[src/rtl/core/sprite_frame_sequencer_assert.svh]
// Assertion macros for the sprite frame sequencer.
// Used by the top level; no other dependencies. Empty when SYNTHESIS is set.
`ifndef SPRITE_FRAME_SEQUENCER_ASSERT_SVH
`define SPRITE_FRAME_SEQUENCER_ASSERT_SVH
`ifndef SYNTHESIS
// same-cycle implication, checked out of reset
`define SFS_ASSERT_NOW(label, pre, post) \
  label: assert property (@(posedge clk) disable iff (rst) (pre) |-> (post)) \
    else $error("sprite_frame_sequencer: assertion failed");
// next-cycle implication, checked out of reset
`define SFS_ASSERT_NEXT(label, pre, post) \
  label: assert property (@(posedge clk) disable iff (rst) (pre) |=> (post)) \
    else $error("sprite_frame_sequencer: assertion failed");
`else
`define SFS_ASSERT_NOW(label, pre, post)
`define SFS_ASSERT_NEXT(label, pre, post)
`endif
`endif

[src/rtl/core/sfs_pkg.sv]
// Shared types and codes for the sprite frame sequencer.
// No dependencies; used by sfs_regs, sfs_list and sprite_frame_sequencer.
package sfs_pkg;

  localparam int FRAME_BITS = 8;
  localparam int COUNT_W    = FRAME_BITS + 1;
  localparam int ADDR_W     = 5;
  localparam int DATA_W     = 32;

  localparam logic [COUNT_W-1:0] SHEET_MAX = COUNT_W'(1 << FRAME_BITS);

  // item modes
  localparam logic [1:0] MODE_TICK   = 2'd0;
  localparam logic [1:0] MODE_START  = 2'd1;
  localparam logic [1:0] MODE_APPEND = 2'd2;
  localparam logic [1:0] MODE_CLEAR  = 2'd3;

  // animation kinds
  localparam logic [2:0] KIND_STATIC     = 3'd0;
  localparam logic [2:0] KIND_ONCE_DEL   = 3'd1;
  localparam logic [2:0] KIND_ONCE_PAUSE = 3'd2;
  localparam logic [2:0] KIND_ONCE_HIDE  = 3'd3;
  localparam logic [2:0] KIND_LOOP       = 3'd4;
  localparam logic [2:0] KIND_REVERSE    = 3'd5;
  localparam logic [2:0] KIND_CUSTOM     = 3'd6;

  // event codes
  localparam logic [1:0] EV_NONE   = 2'd0;
  localparam logic [1:0] EV_END    = 2'd1;
  localparam logic [1:0] EV_DELETE = 2'd2;

  // register indexes (byte address / 4)
  localparam logic [2:0] REG_FRAME_COUNT   = 3'd0;
  localparam logic [2:0] REG_RANGE_FIRST   = 3'd1;
  localparam logic [2:0] REG_RANGE_LAST    = 3'd2;
  localparam logic [2:0] REG_ANIM_KIND     = 3'd3;
  localparam logic [2:0] REG_RATE_TICKS    = 3'd4;
  localparam logic [2:0] REG_REPEAT_LIMIT  = 3'd5;
  localparam logic [2:0] REG_RESTART_TICKS = 3'd6;
  localparam logic [2:0] REG_DELAY_TICKS   = 3'd7;

  typedef struct packed {
    logic [COUNT_W-1:0]    frame_count;
    logic [FRAME_BITS-1:0] range_first;
    logic signed [8:0]     range_last;
    logic [2:0]            anim_kind;
    logic [15:0]           rate_ticks;
    logic [15:0]           repeat_limit;
    logic [15:0]           restart_ticks;
    logic [15:0]           delay_ticks;
  } cfg_t;

endpackage

[src/rtl/core/sfs_regs.sv]
// Configuration register file of the sprite frame sequencer, APB-style port.
// Depends on sfs_pkg for the register indexes and the cfg_t bundle.
module sfs_regs (
  input  logic                         clk,
  input  logic                         rst,
  input  logic                         psel,
  input  logic                         penable,
  input  logic                         pwrite,
  input  logic [sfs_pkg::ADDR_W-1:0]   paddr,
  input  logic [sfs_pkg::DATA_W-1:0]   pwdata,
  output logic [sfs_pkg::DATA_W-1:0]   prdata,
  output logic                         pready,
  output sfs_pkg::cfg_t                cfg
);

  logic       wr_en;
  logic [2:0] reg_idx;

  assign pready  = 1'b1;
  assign wr_en   = psel & penable & pwrite;
  assign reg_idx = paddr[4:2];

  // register writes
  always_ff @(posedge clk) begin
    if (rst) begin
      cfg.frame_count   <= '0;
      cfg.range_first   <= '0;
      cfg.range_last    <= 9'h1FF;
      cfg.anim_kind     <= sfs_pkg::KIND_STATIC;
      cfg.rate_ticks    <= '0;
      cfg.repeat_limit  <= 16'd1;
      cfg.restart_ticks <= '0;
      cfg.delay_ticks   <= '0;
    end else if (wr_en) begin
      case (reg_idx)
        sfs_pkg::REG_FRAME_COUNT:   cfg.frame_count   <= pwdata[8:0];
        sfs_pkg::REG_RANGE_FIRST:   cfg.range_first   <= pwdata[7:0];
        sfs_pkg::REG_RANGE_LAST:    cfg.range_last    <= pwdata[8:0];
        sfs_pkg::REG_ANIM_KIND:     cfg.anim_kind     <= pwdata[2:0];
        sfs_pkg::REG_RATE_TICKS:    cfg.rate_ticks    <= pwdata[15:0];
        sfs_pkg::REG_REPEAT_LIMIT:  cfg.repeat_limit  <= pwdata[15:0];
        sfs_pkg::REG_RESTART_TICKS: cfg.restart_ticks <= pwdata[15:0];
        sfs_pkg::REG_DELAY_TICKS:   cfg.delay_ticks   <= pwdata[15:0];
        default: ;
      endcase
    end
  end

  // read mux
  always_comb begin
    case (reg_idx)
      sfs_pkg::REG_FRAME_COUNT:   prdata = 32'(cfg.frame_count);
      sfs_pkg::REG_RANGE_FIRST:   prdata = 32'(cfg.range_first);
      sfs_pkg::REG_RANGE_LAST:    prdata = 32'(unsigned'(cfg.range_last));
      sfs_pkg::REG_ANIM_KIND:     prdata = 32'(cfg.anim_kind);
      sfs_pkg::REG_RATE_TICKS:    prdata = 32'(cfg.rate_ticks);
      sfs_pkg::REG_REPEAT_LIMIT:  prdata = 32'(cfg.repeat_limit);
      sfs_pkg::REG_RESTART_TICKS: prdata = 32'(cfg.restart_ticks);
      sfs_pkg::REG_DELAY_TICKS:   prdata = 32'(cfg.delay_ticks);
      default:                    prdata = '0;
    endcase
  end

endmodule

[src/rtl/core/sfs_list.sv]
// Custom frame list storage: one write port, a prefetched read port and a
// copy of the head entry. Depends on sfs_pkg for the frame width.
module sfs_list #(
  parameter int DEPTH = 16
) (
  input  logic                             clk,
  input  logic                             wr_en,
  input  logic [$clog2(DEPTH+1)-1:0]       wr_pos,
  input  logic [sfs_pkg::FRAME_BITS-1:0]   wr_frame,
  input  logic [$clog2(DEPTH+1)-1:0]       rd_pos,
  output logic [sfs_pkg::FRAME_BITS-1:0]   head_frame,
  output logic [sfs_pkg::FRAME_BITS-1:0]   rd_frame
);

  localparam int CNT_W = $clog2(DEPTH + 1);
  localparam int IDX_W = (DEPTH > 1) ? $clog2(DEPTH) : 1;

  logic [sfs_pkg::FRAME_BITS-1:0] mem [DEPTH];

  // write port; entry 0 is mirrored for the start of a custom run
  always_ff @(posedge clk) begin
    if (wr_en) begin
      mem[wr_pos[IDX_W-1:0]] <= wr_frame;
      if (wr_pos == CNT_W'(0)) begin
        head_frame <= wr_frame;
      end
    end
  end

  // registered read at the list position the next item will see,
  // with bypass of a write landing on that same entry
  always_ff @(posedge clk) begin
    if (wr_en && (wr_pos == rd_pos)) begin
      rd_frame <= wr_frame;
    end else begin
      rd_frame <= mem[rd_pos[IDX_W-1:0]];
    end
  end

endmodule

[src/rtl/core/sprite_frame_sequencer.sv]
// Sprite animation frame sequencer, top level.
// Depends on sfs_pkg, sfs_regs, sfs_list and sprite_frame_sequencer_assert.svh.
//
// Input channel (in_valid/in_ready) carries one beat per command: mode 0 tick,
// 1 start animation, 2 append frame_value to the custom list, 3 clear the list.
// Output channel (out_valid/out_ready) returns one beat per command with the
// state after it: current_frame, shown, halted, event_code and append_ok.
// Every command is worked in the cycle it is accepted; its result sits in the
// output register in the next cycle, and throughput is one beat per cycle
// while the receiver keeps up. The output register is the only buffer: a
// command is taken whenever it is empty or being drained in the same cycle,
// so a stalled receiver holds off the sender until its beat is taken.
// Configuration goes through the APB-style port (8 registers at 4*i); the user
// must write it only while the block is idle; the block does not enforce it.
// Rate, restart and sheet size act live. Synchronous reset: animation paused
// and visible, frame 0, empty custom list, no result pending. The list memory
// keeps no reset; only written entries are ever read back.
`include "sprite_frame_sequencer_assert.svh"
module sprite_frame_sequencer #(
  parameter int CUSTOM_DEPTH = 16
) (
  input  logic                         clk,
  input  logic                         rst,
  input  logic                         in_valid,
  output logic                         in_ready,
  input  logic [1:0]                   mode,
  input  logic [7:0]                   frame_value,
  output logic                         out_valid,
  input  logic                         out_ready,
  output logic [7:0]                   current_frame,
  output logic                         shown,
  output logic                         halted,
  output logic [1:0]                   event_code,
  output logic                         append_ok,
  input  logic                         psel,
  input  logic                         penable,
  input  logic                         pwrite,
  input  logic [sfs_pkg::ADDR_W-1:0]   paddr,
  input  logic [sfs_pkg::DATA_W-1:0]   pwdata,
  output logic [sfs_pkg::DATA_W-1:0]   prdata,
  output logic                         pready
);

  localparam int FB    = sfs_pkg::FRAME_BITS;
  localparam int CW    = sfs_pkg::COUNT_W;
  localparam int CNT_W = $clog2(CUSTOM_DEPTH + 1);
  localparam logic [CNT_W-1:0] DEPTH_C = CNT_W'(CUSTOM_DEPTH);

  sfs_pkg::cfg_t cfg;

  // animation state
  logic [FB-1:0]    frame_now, frame_now_next;
  logic [FB-1:0]    first_eff, first_eff_next;
  logic [FB-1:0]    last_eff, last_eff_next;
  logic             step_backward, step_backward_next;
  logic             paused, paused_next;
  logic             visible, visible_next;
  logic [15:0]      repeats_left, repeats_next;
  logic [15:0]      delay_left, delay_next;
  logic [15:0]      rate_count, rate_next;
  logic [15:0]      restart_count, restart_next;
  logic [CNT_W-1:0] custom_len, custom_len_next;
  logic [CNT_W-1:0] custom_pos, custom_pos_next;
  logic [2:0]       kind_run, kind_run_next;

  logic             accept;
  logic [1:0]       ev;
  logic             ok;
  logic             list_we;
  logic             step_go;
  logic             at_end;
  logic [15:0]      rc1, rt1;
  logic [FB-1:0]    head_frame, rd_frame;

  // start-time range clamp
  logic [CW-1:0]    n_eff;
  logic             n_multi;
  logic [FB-1:0]    top_frame;
  logic [FB-1:0]    last_req;

  function automatic logic [FB-1:0] valid_frame(input logic [FB-1:0] f,
                                                input logic [CW-1:0] n);
    return ({1'b0, f} < n) ? f : '0;
  endfunction

  function automatic logic [FB-1:0] advance(input logic [FB-1:0] f, input logic back);
    return back ? (f - FB'(1)) : (f + FB'(1));
  endfunction

  sfs_regs u_regs (
    .clk     (clk),
    .rst     (rst),
    .psel    (psel),
    .penable (penable),
    .pwrite  (pwrite),
    .paddr   (paddr),
    .pwdata  (pwdata),
    .prdata  (prdata),
    .pready  (pready),
    .cfg     (cfg)
  );

  sfs_list #(.DEPTH(CUSTOM_DEPTH)) u_list (
    .clk        (clk),
    .wr_en      (list_we),
    .wr_pos     (custom_len),
    .wr_frame   (frame_value),
    .rd_pos     (custom_pos_next),
    .head_frame (head_frame),
    .rd_frame   (rd_frame)
  );

  assign in_ready = !out_valid || out_ready;
  assign accept   = in_valid && in_ready;

  assign n_eff     = (cfg.frame_count > sfs_pkg::SHEET_MAX) ? sfs_pkg::SHEET_MAX
                                                            : cfg.frame_count;
  assign n_multi   = n_eff > CW'(1);
  assign top_frame = (n_eff != '0) ? FB'(n_eff - CW'(1)) : '0;
  assign last_req  = cfg.range_last[8] ? top_frame : cfg.range_last[FB-1:0];
  assign rc1       = restart_count + 16'd1;
  assign rt1       = rate_count + 16'd1;

  // next-state logic for one command
  always_comb begin
    frame_now_next     = frame_now;
    first_eff_next     = first_eff;
    last_eff_next      = last_eff;
    step_backward_next = step_backward;
    paused_next        = paused;
    visible_next       = visible;
    repeats_next       = repeats_left;
    delay_next         = delay_left;
    rate_next          = rate_count;
    restart_next       = restart_count;
    custom_len_next    = custom_len;
    custom_pos_next    = custom_pos;
    kind_run_next      = kind_run;
    ev                 = sfs_pkg::EV_NONE;
    ok                 = 1'b0;
    list_we            = 1'b0;
    step_go            = 1'b0;
    at_end             = 1'b0;

    if (accept) begin
      case (mode)
        sfs_pkg::MODE_TICK: begin
          if (delay_left != 16'd0) begin
            delay_next = delay_left - 16'd1;
          end else begin
            // periodic restart
            if (cfg.restart_ticks != 16'd0) begin
              if (rc1 >= cfg.restart_ticks) begin
                restart_next   = '0;
                frame_now_next = valid_frame(first_eff, n_eff);
                paused_next    = 1'b0;
                visible_next   = 1'b1;
              end else begin
                restart_next = rc1;
              end
            end
            // rate divider
            step_go = 1'b1;
            if (cfg.rate_ticks != 16'd0) begin
              if (rt1 < cfg.rate_ticks) begin
                rate_next = rt1;
                step_go   = 1'b0;
              end else begin
                rate_next = '0;
              end
            end
            // frame step
            if (step_go && n_multi && !paused_next) begin
              at_end = step_backward ? (frame_now_next <= first_eff)
                                     : (frame_now_next >= last_eff);
              case (kind_run)
                sfs_pkg::KIND_ONCE_DEL, sfs_pkg::KIND_ONCE_PAUSE,
                sfs_pkg::KIND_ONCE_HIDE: begin
                  if (at_end) begin
                    paused_next = 1'b1;
                    if (kind_run == sfs_pkg::KIND_ONCE_HIDE) visible_next = 1'b0;
                    ev = (kind_run == sfs_pkg::KIND_ONCE_DEL) ? sfs_pkg::EV_DELETE
                                                              : sfs_pkg::EV_END;
                  end else begin
                    frame_now_next = advance(frame_now_next, step_backward);
                  end
                end
                sfs_pkg::KIND_LOOP: begin
                  if (at_end) begin
                    if (repeats_left != 16'd0) begin
                      repeats_next = repeats_left - 16'd1;
                      if (repeats_left == 16'd1) paused_next = 1'b1;
                    end
                    frame_now_next = step_backward ? last_eff : first_eff;
                    ev = sfs_pkg::EV_END;
                  end else begin
                    frame_now_next = advance(frame_now_next, step_backward);
                  end
                end
                sfs_pkg::KIND_REVERSE: begin
                  if (at_end && (repeats_left == 16'd1)) begin
                    // last pass used up: stop where we are
                    repeats_next = '0;
                    paused_next  = 1'b1;
                  end else if (at_end) begin
                    if (repeats_left != 16'd0) repeats_next = repeats_left - 16'd1;
                    step_backward_next = !step_backward;
                    ev = sfs_pkg::EV_END;
                    frame_now_next = advance(frame_now_next, !step_backward);
                  end else begin
                    frame_now_next = advance(frame_now_next, step_backward);
                  end
                end
                sfs_pkg::KIND_CUSTOM: begin
                  if ((custom_pos >= custom_len) || (custom_pos >= DEPTH_C)) begin
                    paused_next = 1'b1;
                    ev = sfs_pkg::EV_END;
                  end else begin
                    frame_now_next  = rd_frame;
                    custom_pos_next = custom_pos + CNT_W'(1);
                  end
                end
                default: ;
              endcase
            end
          end
        end
        sfs_pkg::MODE_START: begin
          // a custom start on an empty list is a no-op
          if (!((cfg.anim_kind == sfs_pkg::KIND_CUSTOM) && (custom_len == '0))) begin
            if (cfg.anim_kind == sfs_pkg::KIND_CUSTOM) begin
              custom_pos_next = '0;
              frame_now_next  = valid_frame(head_frame, n_eff);
            end else begin
              first_eff_next = ({1'b0, cfg.range_first} >= n_eff) ? '0 : cfg.range_first;
              last_eff_next  = ({1'b0, last_req} >= n_eff) ? top_frame : last_req;
              step_backward_next = !(first_eff_next < last_eff_next);
              frame_now_next = valid_frame(cfg.range_first, n_eff);
            end
            kind_run_next = cfg.anim_kind;
            rate_next     = '0;
            restart_next  = '0;
            delay_next    = cfg.delay_ticks;
            repeats_next  = cfg.repeat_limit;
            paused_next   = !n_multi;
          end
        end
        sfs_pkg::MODE_APPEND: begin
          if (({1'b0, frame_value} < n_eff) && (custom_len < DEPTH_C)) begin
            list_we         = 1'b1;
            custom_len_next = custom_len + CNT_W'(1);
            ok              = 1'b1;
          end
        end
        sfs_pkg::MODE_CLEAR: begin
          custom_len_next = '0;
        end
        default: ;
      endcase
    end
  end

  // state registers
  always_ff @(posedge clk) begin
    if (rst) begin
      frame_now     <= '0;
      first_eff     <= '0;
      last_eff      <= '0;
      step_backward <= 1'b0;
      paused        <= 1'b1;
      visible       <= 1'b1;
      repeats_left  <= 16'd1;
      delay_left    <= '0;
      rate_count    <= '0;
      restart_count <= '0;
      custom_len    <= '0;
      custom_pos    <= '0;
      kind_run      <= sfs_pkg::KIND_STATIC;
    end else begin
      frame_now     <= frame_now_next;
      first_eff     <= first_eff_next;
      last_eff      <= last_eff_next;
      step_backward <= step_backward_next;
      paused        <= paused_next;
      visible       <= visible_next;
      repeats_left  <= repeats_next;
      delay_left    <= delay_next;
      rate_count    <= rate_next;
      restart_count <= restart_next;
      custom_len    <= custom_len_next;
      custom_pos    <= custom_pos_next;
      kind_run      <= kind_run_next;
    end
  end

  // output register
  always_ff @(posedge clk) begin
    if (rst) begin
      out_valid <= 1'b0;
    end else if (accept) begin
      out_valid <= 1'b1;
    end else if (out_ready) begin
      out_valid <= 1'b0;
    end
  end

  always_ff @(posedge clk) begin
    if (accept) begin
      current_frame <= frame_now_next;
      shown         <= visible_next;
      halted        <= paused_next;
      event_code    <= ev;
      append_ok     <= ok;
    end
  end

  // checks
  `SFS_ASSERT_NOW(a_len_bound, 1'b1, custom_len <= DEPTH_C)
  `SFS_ASSERT_NEXT(a_event_tick_only, accept && (mode != sfs_pkg::MODE_TICK), out_valid && (event_code == sfs_pkg::EV_NONE))
  `SFS_ASSERT_NEXT(a_ok_append_only, accept && (mode != sfs_pkg::MODE_APPEND), out_valid && !append_ok)
  `SFS_ASSERT_NEXT(a_append_grows, accept && (mode == sfs_pkg::MODE_APPEND) && ok, custom_len == $past(custom_len) + CNT_W'(1))

endmodule
[config.mk]
export PLATFORM = sky130hd
export DESIGN_NAME = sprite_frame_sequencer
export DESIGN_NICKNAME = d
export VERILOG_FILES = /design/src/rtl/core/sfs_pkg.sv /design/src/rtl/core/sfs_regs.sv /design/src/rtl/core/sfs_list.sv /design/src/rtl/core/sprite_frame_sequencer.sv
export VERILOG_INCLUDE_DIRS = /design/src /design/src/rtl/core
export SDC_FILE = /design/constraint.sdc
export NUM_CORES = 1
export LEC_CHECK = 0
export BUFFER_PORTS_ARGS = -buffer_cell sky130_fd_sc_hd__clkbuf_2
export CORE_UTILIZATION = 35
export CTS_CLUSTER_DIAMETER = 120
export CTS_CLUSTER_SIZE = 12
export DETAILED_ROUTE_END_ITERATION = 8
export GPL_ROUTABILITY_DRIVEN = 0
export GPL_TIMING_DRIVEN = 1
export PLACE_DENSITY = 0.47
export SKIP_LAST_GASP = 1
export SYNTH_ARGS = -nofsm -noshare
export SYNTH_HDL_FRONTEND = slang
export SYNTH_SLANG_ARGS = --single-unit
export TNS_END_PERCENT = 50
[constraint.sdc]
create_clock -name clk -period 7.46 [get_ports clk]
set_input_delay 1.119 -clock clk [delete_from_list [all_inputs] [get_ports clk]]
set_output_delay 1.119 -clock clk [all_outputs]
set_load 0.01 [all_outputs]
==> flow_summary.ini, run 1 <==
[run_status]
status = complete, no violations

[cts]
insertion_delay_ns = 0.56
cts_buffers = 35
holdBufCountCts = 0
h-tree-depth = 2
cts_tree = done
clock-sinks = 355
clk_path_buf_depth = 3
clkTransAtPathRegs_ns = 0.06
root_buffer = clkbuf_16

[timing]
setup_viol = 0
tightest_slew_ns = 1.19
fin_crit_sh_pct = 92.9
hold_viol_final = 0
max-slew-margin-rel_pct = 19.7
fmax_mhz = 144
finalHoldWorstSlack_ns = 0.472
tns_ns = 0
slew_violations = 0
fin_crit_ns = 6.93
rsz0062_at_grt = false
fin_worst_skew_ns = 0.0267

[detailed_routing]
drt_iter0_drc = 1385
routed_wl_um = 67700
drtPass1Iterations = 5
drcViolationCount = 0
vias_per_cell = 5.63
final_antenna_net_count = 0
wl_per_cell_um = 21.8
num_vias = 17500

[power_and_ir_drop]
cellPowerDensity_nw_per_um2 = 185
power_frac_clock_pct = 39.6
p_sw_share_pct = 26.4
power.switching_mw = 1.10
p_seq_share_pct = 49.6
combinationalPowerShare_pct = 10.8
intPower_mw = 3.07
irDropWorstVdd_mv = 0.171
power.leakage_nw = 8.58

[die]
pin_count = 102
rows = 88
start_util_pct = 35.4
die_x_um = 244
die_height_um = 244
fp.dieArea_sq_um = 59400
coreArea_sq_um = 57700

[setup_path]
worstSetupEndpointType = register
worst-setup-path-type = reg -> reg
startpoint_type = register
worst_path_most_repeated_cell = and3_1
slowest_delay_ns = 0.58
worst-path-buf-inv = 1
timing.rr.start = restart_count[0]
critPathRequiredTime_ns = 7.74
arrival_ns = 7.21
startpoint = restart_count[0]
crit_slowest_cell = or4_1
path_max_fanout = 9
cp_top_family = simple AND/OR/NAND/NOR gates

[final_layout]
fin_cells = 3104
syn2layout_area_growth_pct = 10.1
fill_cells = 5878
fin_area_sq_um = 22500
drive_gt1_share_pct = 8.56
final_util_pct = 39.0
fin_nets = 2487

[placement]
dp_cells = 3047
dpl_cell_area_sq_um = 21500
port_buffers = 66
dp_hpwl_um = 49200

[logic_synthesis]
yosysMostFrequentCell = nand2_1
async_reset_ff_share_pct = 0
synth_common_cells = nand2_1 (317), a21oi_1 (206), dfxtp_1 (206)
synthCells = 2303
synth_edf_count = 149
synth-main-ff-cell = dfxtp_1
yosysUniqueCellTypes = 83
post-synth-top-area-cell = edfxtp_1
avgSynthCellArea_sq_um = 8.88
synth_seq_cells = 355
yosys_warnings = 0
synth-seq-area-share_pct = 42.0
syn_area_sq_um = 20500
synth_top_area_share_pct = 21.9
netlist_top_cells_area = edfxtp_1 (22%), dfxtp_1 (20%), ha_1 (6.8%)

[global_route]
track_usage_pct = 22.4
grt_pass1_wl_um = 102000
grt_pass1_vias = 16600
antenna_found_initial = 1
grt.overflow.total = 0
grt_max_degree = 92

[worst_hold_path]
holdCritStartpoint = delay_left[1]
hp-class = reg -> reg

[run]
cap_violations = 0
-- worst reg2reg max path, cell delays in order, from the launching register on --
cell and delay, ns:
dfxtp_1 0.40, and3_1 0.26, and3_1 0.25, and3_1 0.25
and3_1 0.25, and3_1 0.26, and3_1 0.25, nand3_1 0.12
xnor2_1 0.17, ha_1 0.30, o21a_1 0.11, a21oi_1 0.14
a21bo_2 0.27, a41oi_4 0.39, buf_4 0.21, mux2_2 0.43
ha_1 0.21, nor4_1 0.26, nand3_1 0.12, a21oi_1 0.26
nor2_1 0.11, and4_1 0.23, or4_1 0.58, a22o_1 0.25
a211oi_1 0.19, o21ai_0 0.15, a22o_1 0.23
-- worst paths after layout --
path                       to  cells past startpoint  slack [ns]
max          current_frame[4]                     26        0.53
min             delay_left[1]                      2        0.47
max reg2reg  current_frame[4]                     26        0.53
min reg2reg     delay_left[1]                      2        0.47
-- flip-flops by register name, summed over array words and instances (netlist names), 16 cells and up --
name,cells
restart_count,16
rate_count,16
delay_left,16
repeats_left,16
u_regs.cfg,93
u_list.mem,128
-- cell type report --
class	instances	area, sq um	area share, %
Clock buffer	49	950	4.22
Inverter	94	353	1.57
Sequential cell	355	8600	38.2
Tap cell	765	957	4.25
Antenna cell	2	5.00	0.0222
Clock inverter	3	31.3	0.139
Multi-Input combinational cell	1730	11000	48.8
Timing Repair Buffer	106	637	2.83
-- logic make-up (layout without fill, tap and decap cells) --
logic type | count (synthesis) | after routing | share of synthesized area [%]
fa+ha+maj | 111 | 111 | 6.79
simple gates | 825 | 825 | 18.8
mux | 139 | 139 | 7.45
compound gates | 594 | 594 | 18.2
flops | 355 | 355 | 42.0
buf+inv | 233 | 252 | 4.69
xor+xnor | 44 | 44 | 1.98
other cells | 2 | 19 | 0.0367
-- metrics by stage --
| stage | setup WS, ns | total power, mW |
|---|---|---|
| 2_1_floorplan | 0.862 | 2.39 |
| 3_3_place_gp | 0.438 | 2.55 |
| 3_5_place_dp | 0.363 | 2.55 |
| 4_1_cts | 0.307 | 4.22 |
| 5_1_grt | 0.0440 | 4.32 |
| 6_report | 0.533 | 4.17 |
-- routing by layer --
| layer | global-route usage [%] | share of wire, % | vias to the layer above | wire [um] |
|---|---|---|---|---|
| li1 | - | - | 8374 | - |
| met1 | 30.5 | 46 | 8484 | 30900 |
| met2 | 36.8 | 47 | 499 | 31700 |
| met3 | 2.51 | 4.5 | 102 | 3060 |
| met4 | 7.67 | 3.1 | 2 | 2120 |
| met5 | 0 | 0.018 | - | 12 |
-- what timing repair did --
item | CTS | global route
endpoints found under the setup margin | 0 | 20
gates resized for setup | 0 | 2
setup buffers | 0 | 3
-- cell usage in the layout, fill, tap and decap left out, types with 9 or more instances in the layout --
cell       Yosys  layout
xor2_1        24      24
dfxtp_1      206     206
a22oi_1       64      64
xnor2_1       19      19
buf_4         19      40
mux2_2        16      16
o21ai_0      128     128
o21a_1        15      15
mux4_2         9       9
nor4_1        33      32
nand2b_1      18      18
clkbuf_1     104      13
clkbuf_2       0      65
and3_1        28      28
a211oi_1      30      30
ha_1         111     111
inv_1         93      93
and2_1        35      35
nand2_1      317     317
nand3_1       58      58
nand4_1       25      25
nor2b_1       17      17
nand3b_1      17      17
o22ai_1       16      16
a21oi_1      206     205
conb_1         2      17
edfxtp_1     149     149
nor2_1       199     198
a31oi_1       21      21
a21o_1        14      14
mux2i_1      114     114
nor3_1        41      40
o211ai_1      19      19
clkbuf_16      0      36
-- power by group through the flow --
stage | combinational [mW] | sequential (mW) | clock, mW
after floorplan | 0.291 | 2.10 | 0
after global placement | 0.438 | 2.11 | 0
after detailed placement | 0.442 | 2.11 | 0
after CTS | 0.444 | 2.07 | 1.71
after global routing | 0.492 | 2.07 | 1.76
final | 0.451 | 2.07 | 1.65
(Power assumes the default switching activity.)
==> run 2, diff against run 1 <==
--- a/config.mk
+++ b/config.mk
@@ -7,6 +7,7 @@
 export NUM_CORES = 1
 export LEC_CHECK = 0
 export BUFFER_PORTS_ARGS = -buffer_cell sky130_fd_sc_hd__clkbuf_2
+export CORE_ASPECT_RATIO = 1.75
 export CORE_UTILIZATION = 35
 export CTS_CLUSTER_DIAMETER = 120
 export CTS_CLUSTER_SIZE = 12
@@ -14,7 +15,9 @@
 export GPL_ROUTABILITY_DRIVEN = 0
 export GPL_TIMING_DRIVEN = 1
 export PLACE_DENSITY = 0.47
+export RECOVER_POWER = 100
 export SKIP_LAST_GASP = 1
+export SLEW_MARGIN = 20
 export SYNTH_ARGS = -nofsm -noshare
 export SYNTH_HDL_FRONTEND = slang
 export SYNTH_SLANG_ARGS = --single-unit
==> flow_summary.ini, run 2 (synthesized netlist as in run 1, its figures left out) <==
[die]
rows = 116
coreArea_sq_um = 57500
fp.dieArea_sq_um = 59400
start_util_pct = 35.6
die_x_um = 185
pin_count = 102
die_height_um = 322

[final_layout]
drive_gt1_share_pct = 6.63
fin_nets = 2500
syn2layout_area_growth_pct = 9.98
mostFrequentLayoutCell = nand2_1
fill_cells = 5892
layout_common_cells = nand2_1 (316), a21oi_1 (206), dfxtp_1 (206), nor2_1 (197), edfxtp_1 (149)
diodes = 0
largest_reg_flops = 128

[setup_path]
reg2reg_depth = 26
worst-setup-path-type = reg -> reg
critPathRequiredTime_ns = 7.76
startpoint_type = register
worstSetupEndpointType = register
arrival_ns = 7.31
path_max_fanout = 16

[global_route]
grt_pass1_wl_um = 108000
antenna_found_initial = 0
track_usage_pct = 24.4
grt_pass1_vias = 17300
grt.overflow.total = 0
grt_max_degree = 103

[placement]
dp_hpwl_um = 54600
port_buffers = 66

[cts]
insertion_delay_ns = 0.55
root_buffer = clkbuf_16
postCtsSetupBuffers = 0
cts_tree = done
clock-sinks = 355
h-tree-depth = 2
clkTransAtPathRegs_ns = 0.07
cts_buffers = 35
clk_path_buf_depth = 3

[run]
cap_violations = 1

[timing]
fmax_mhz = 143
fin_crit_sh_pct = 93.9
tns_ns = 0
fin_crit_ns = 7.00
max-slew-margin-rel_pct = -17.5
setup_viol = 0
hold_viol_final = 0
rsz0062_at_grt = false
tightest_slew_ns = 1.76
fin_worst_skew_ns = 0.0263
slew_violations = 31

[power_and_ir_drop]
cellPowerDensity_nw_per_um2 = 186
irDropWorstVdd_mv = 0.140
power_mw = 4.19
power.leakage_nw = 8.46

[detailed_routing]
num_vias = 17500
wl_per_cell_um = 23.3
drcViolationCount = 0
drt_iter0_drc = 1197
final_antenna_net_count = 0
vias_per_cell = 5.61
routed_wl_um = 72600
drtPass1Iterations = 5

[worst_hold_path]
hp-class = reg -> reg
whs_path_depth = 2

[run_status]
status = finished with violations
violations = capacitance limit, slew limit
run 2: cell types whose count changed in the layout (fill, tap and decap cells not counted), sizes merged:
cell,before,now
buf,41,37
diode,2,0
clkbuf,114,135
run 2: final cells by class:
type	instances	area [sq um]	area share, %
Tap cell	767	960	4.27
Sequential cell	355	8600	38.2
Timing Repair Buffer	119	629	2.80
Inverter	94	353	1.57
Clock buffer	53	965	4.29
Clock inverter	3	31.3	0.139
Multi-Input combinational cell	1730	11000	48.7
run 2: where the power goes:
group | switching (mW) | internal, mW | total (mW) | leakage, nW
Sequential | 0.0244 | 2.04 | 2.07 | 3.02
Clock | 0.786 | 0.894 | 1.68 | 0.480
Combinational | 0.312 | 0.133 | 0.445 | 4.97
Total | 1.12 | 3.07 | 4.19 | 8.46
run 2: repair_timing:
action | 4_1_cts | 5_1_grt
endpoints found under the hold margin | 0 | 0
endpoints found under the setup margin | 0 | 15
hold buffers | 0 | 0
gates resized for setup | 0 | 2
run 2: through the flow:
step / util, % / cell area (sq um) / hold WS [ns] / worst slack [ns] / cells
4_1_cts: 39.4 / 22600 / 0.469 / 0.341 / 3121
3_5_place_dp: 37.6 / 21600 / 0.460 / 0.356 / 3065
2_1_floorplan: - / 20500 / 0.443 / 0.862 / 2318
3_3_place_gp: 37.6 / 21600 / 0.459 / 0.388 / 3065
6_report: 39.1 / 22500 / 0.467 / 0.456 / 3121
5_1_grt: 39.1 / 22500 / 0.493 / 0.0236 / 3121
run 2: worst max-delay path, cell delays in order (launching register included):
cell      delay [ns]
dfxtp_1         0.40
and3_1          0.25
and3_1          0.25
and3_1          0.25
and3_1          0.25
and3_1          0.27
and3_1          0.27
nand3_1         0.11
xnor2_1         0.15
ha_1            0.30
o21a_1          0.11
a21oi_1         0.11
a21bo_1         0.24
a41oi_1         0.19
buf_4           0.31
mux2_2          0.47
ha_1            0.32
a21oi_1         0.13
o21ai_0         0.19
a21oi_1         0.26
nor2_2          0.13
and4_1          0.29
or4_1           0.62
a22o_1          0.25
a211oi_1        0.25
o21ai_0         0.17
a22o_1          0.21
run 2: per-layer routing:
layer	vias to the layer above	track usage (%)	part of all wire [%]
met1	8451	25.1	36
met4	0	15.1	7.0
li1	8397	-	-
met5	-	0	0
met2	486	46.6	53
met3	190	2.42	3.3
run 2: final timing paths:
| kind | slack, ns | startpoint | to |
|---|---|---|---|
| worst min register to register | 0.47 | delay_left[1] | delay_left[1] |
| worst min-delay path | 0.47 | delay_left[1] | delay_left[1] |
| worst max register to register | 0.46 | restart_count[0] | current_frame[4] |
| worst max-delay path | 0.46 | restart_count[0] | current_frame[4] |
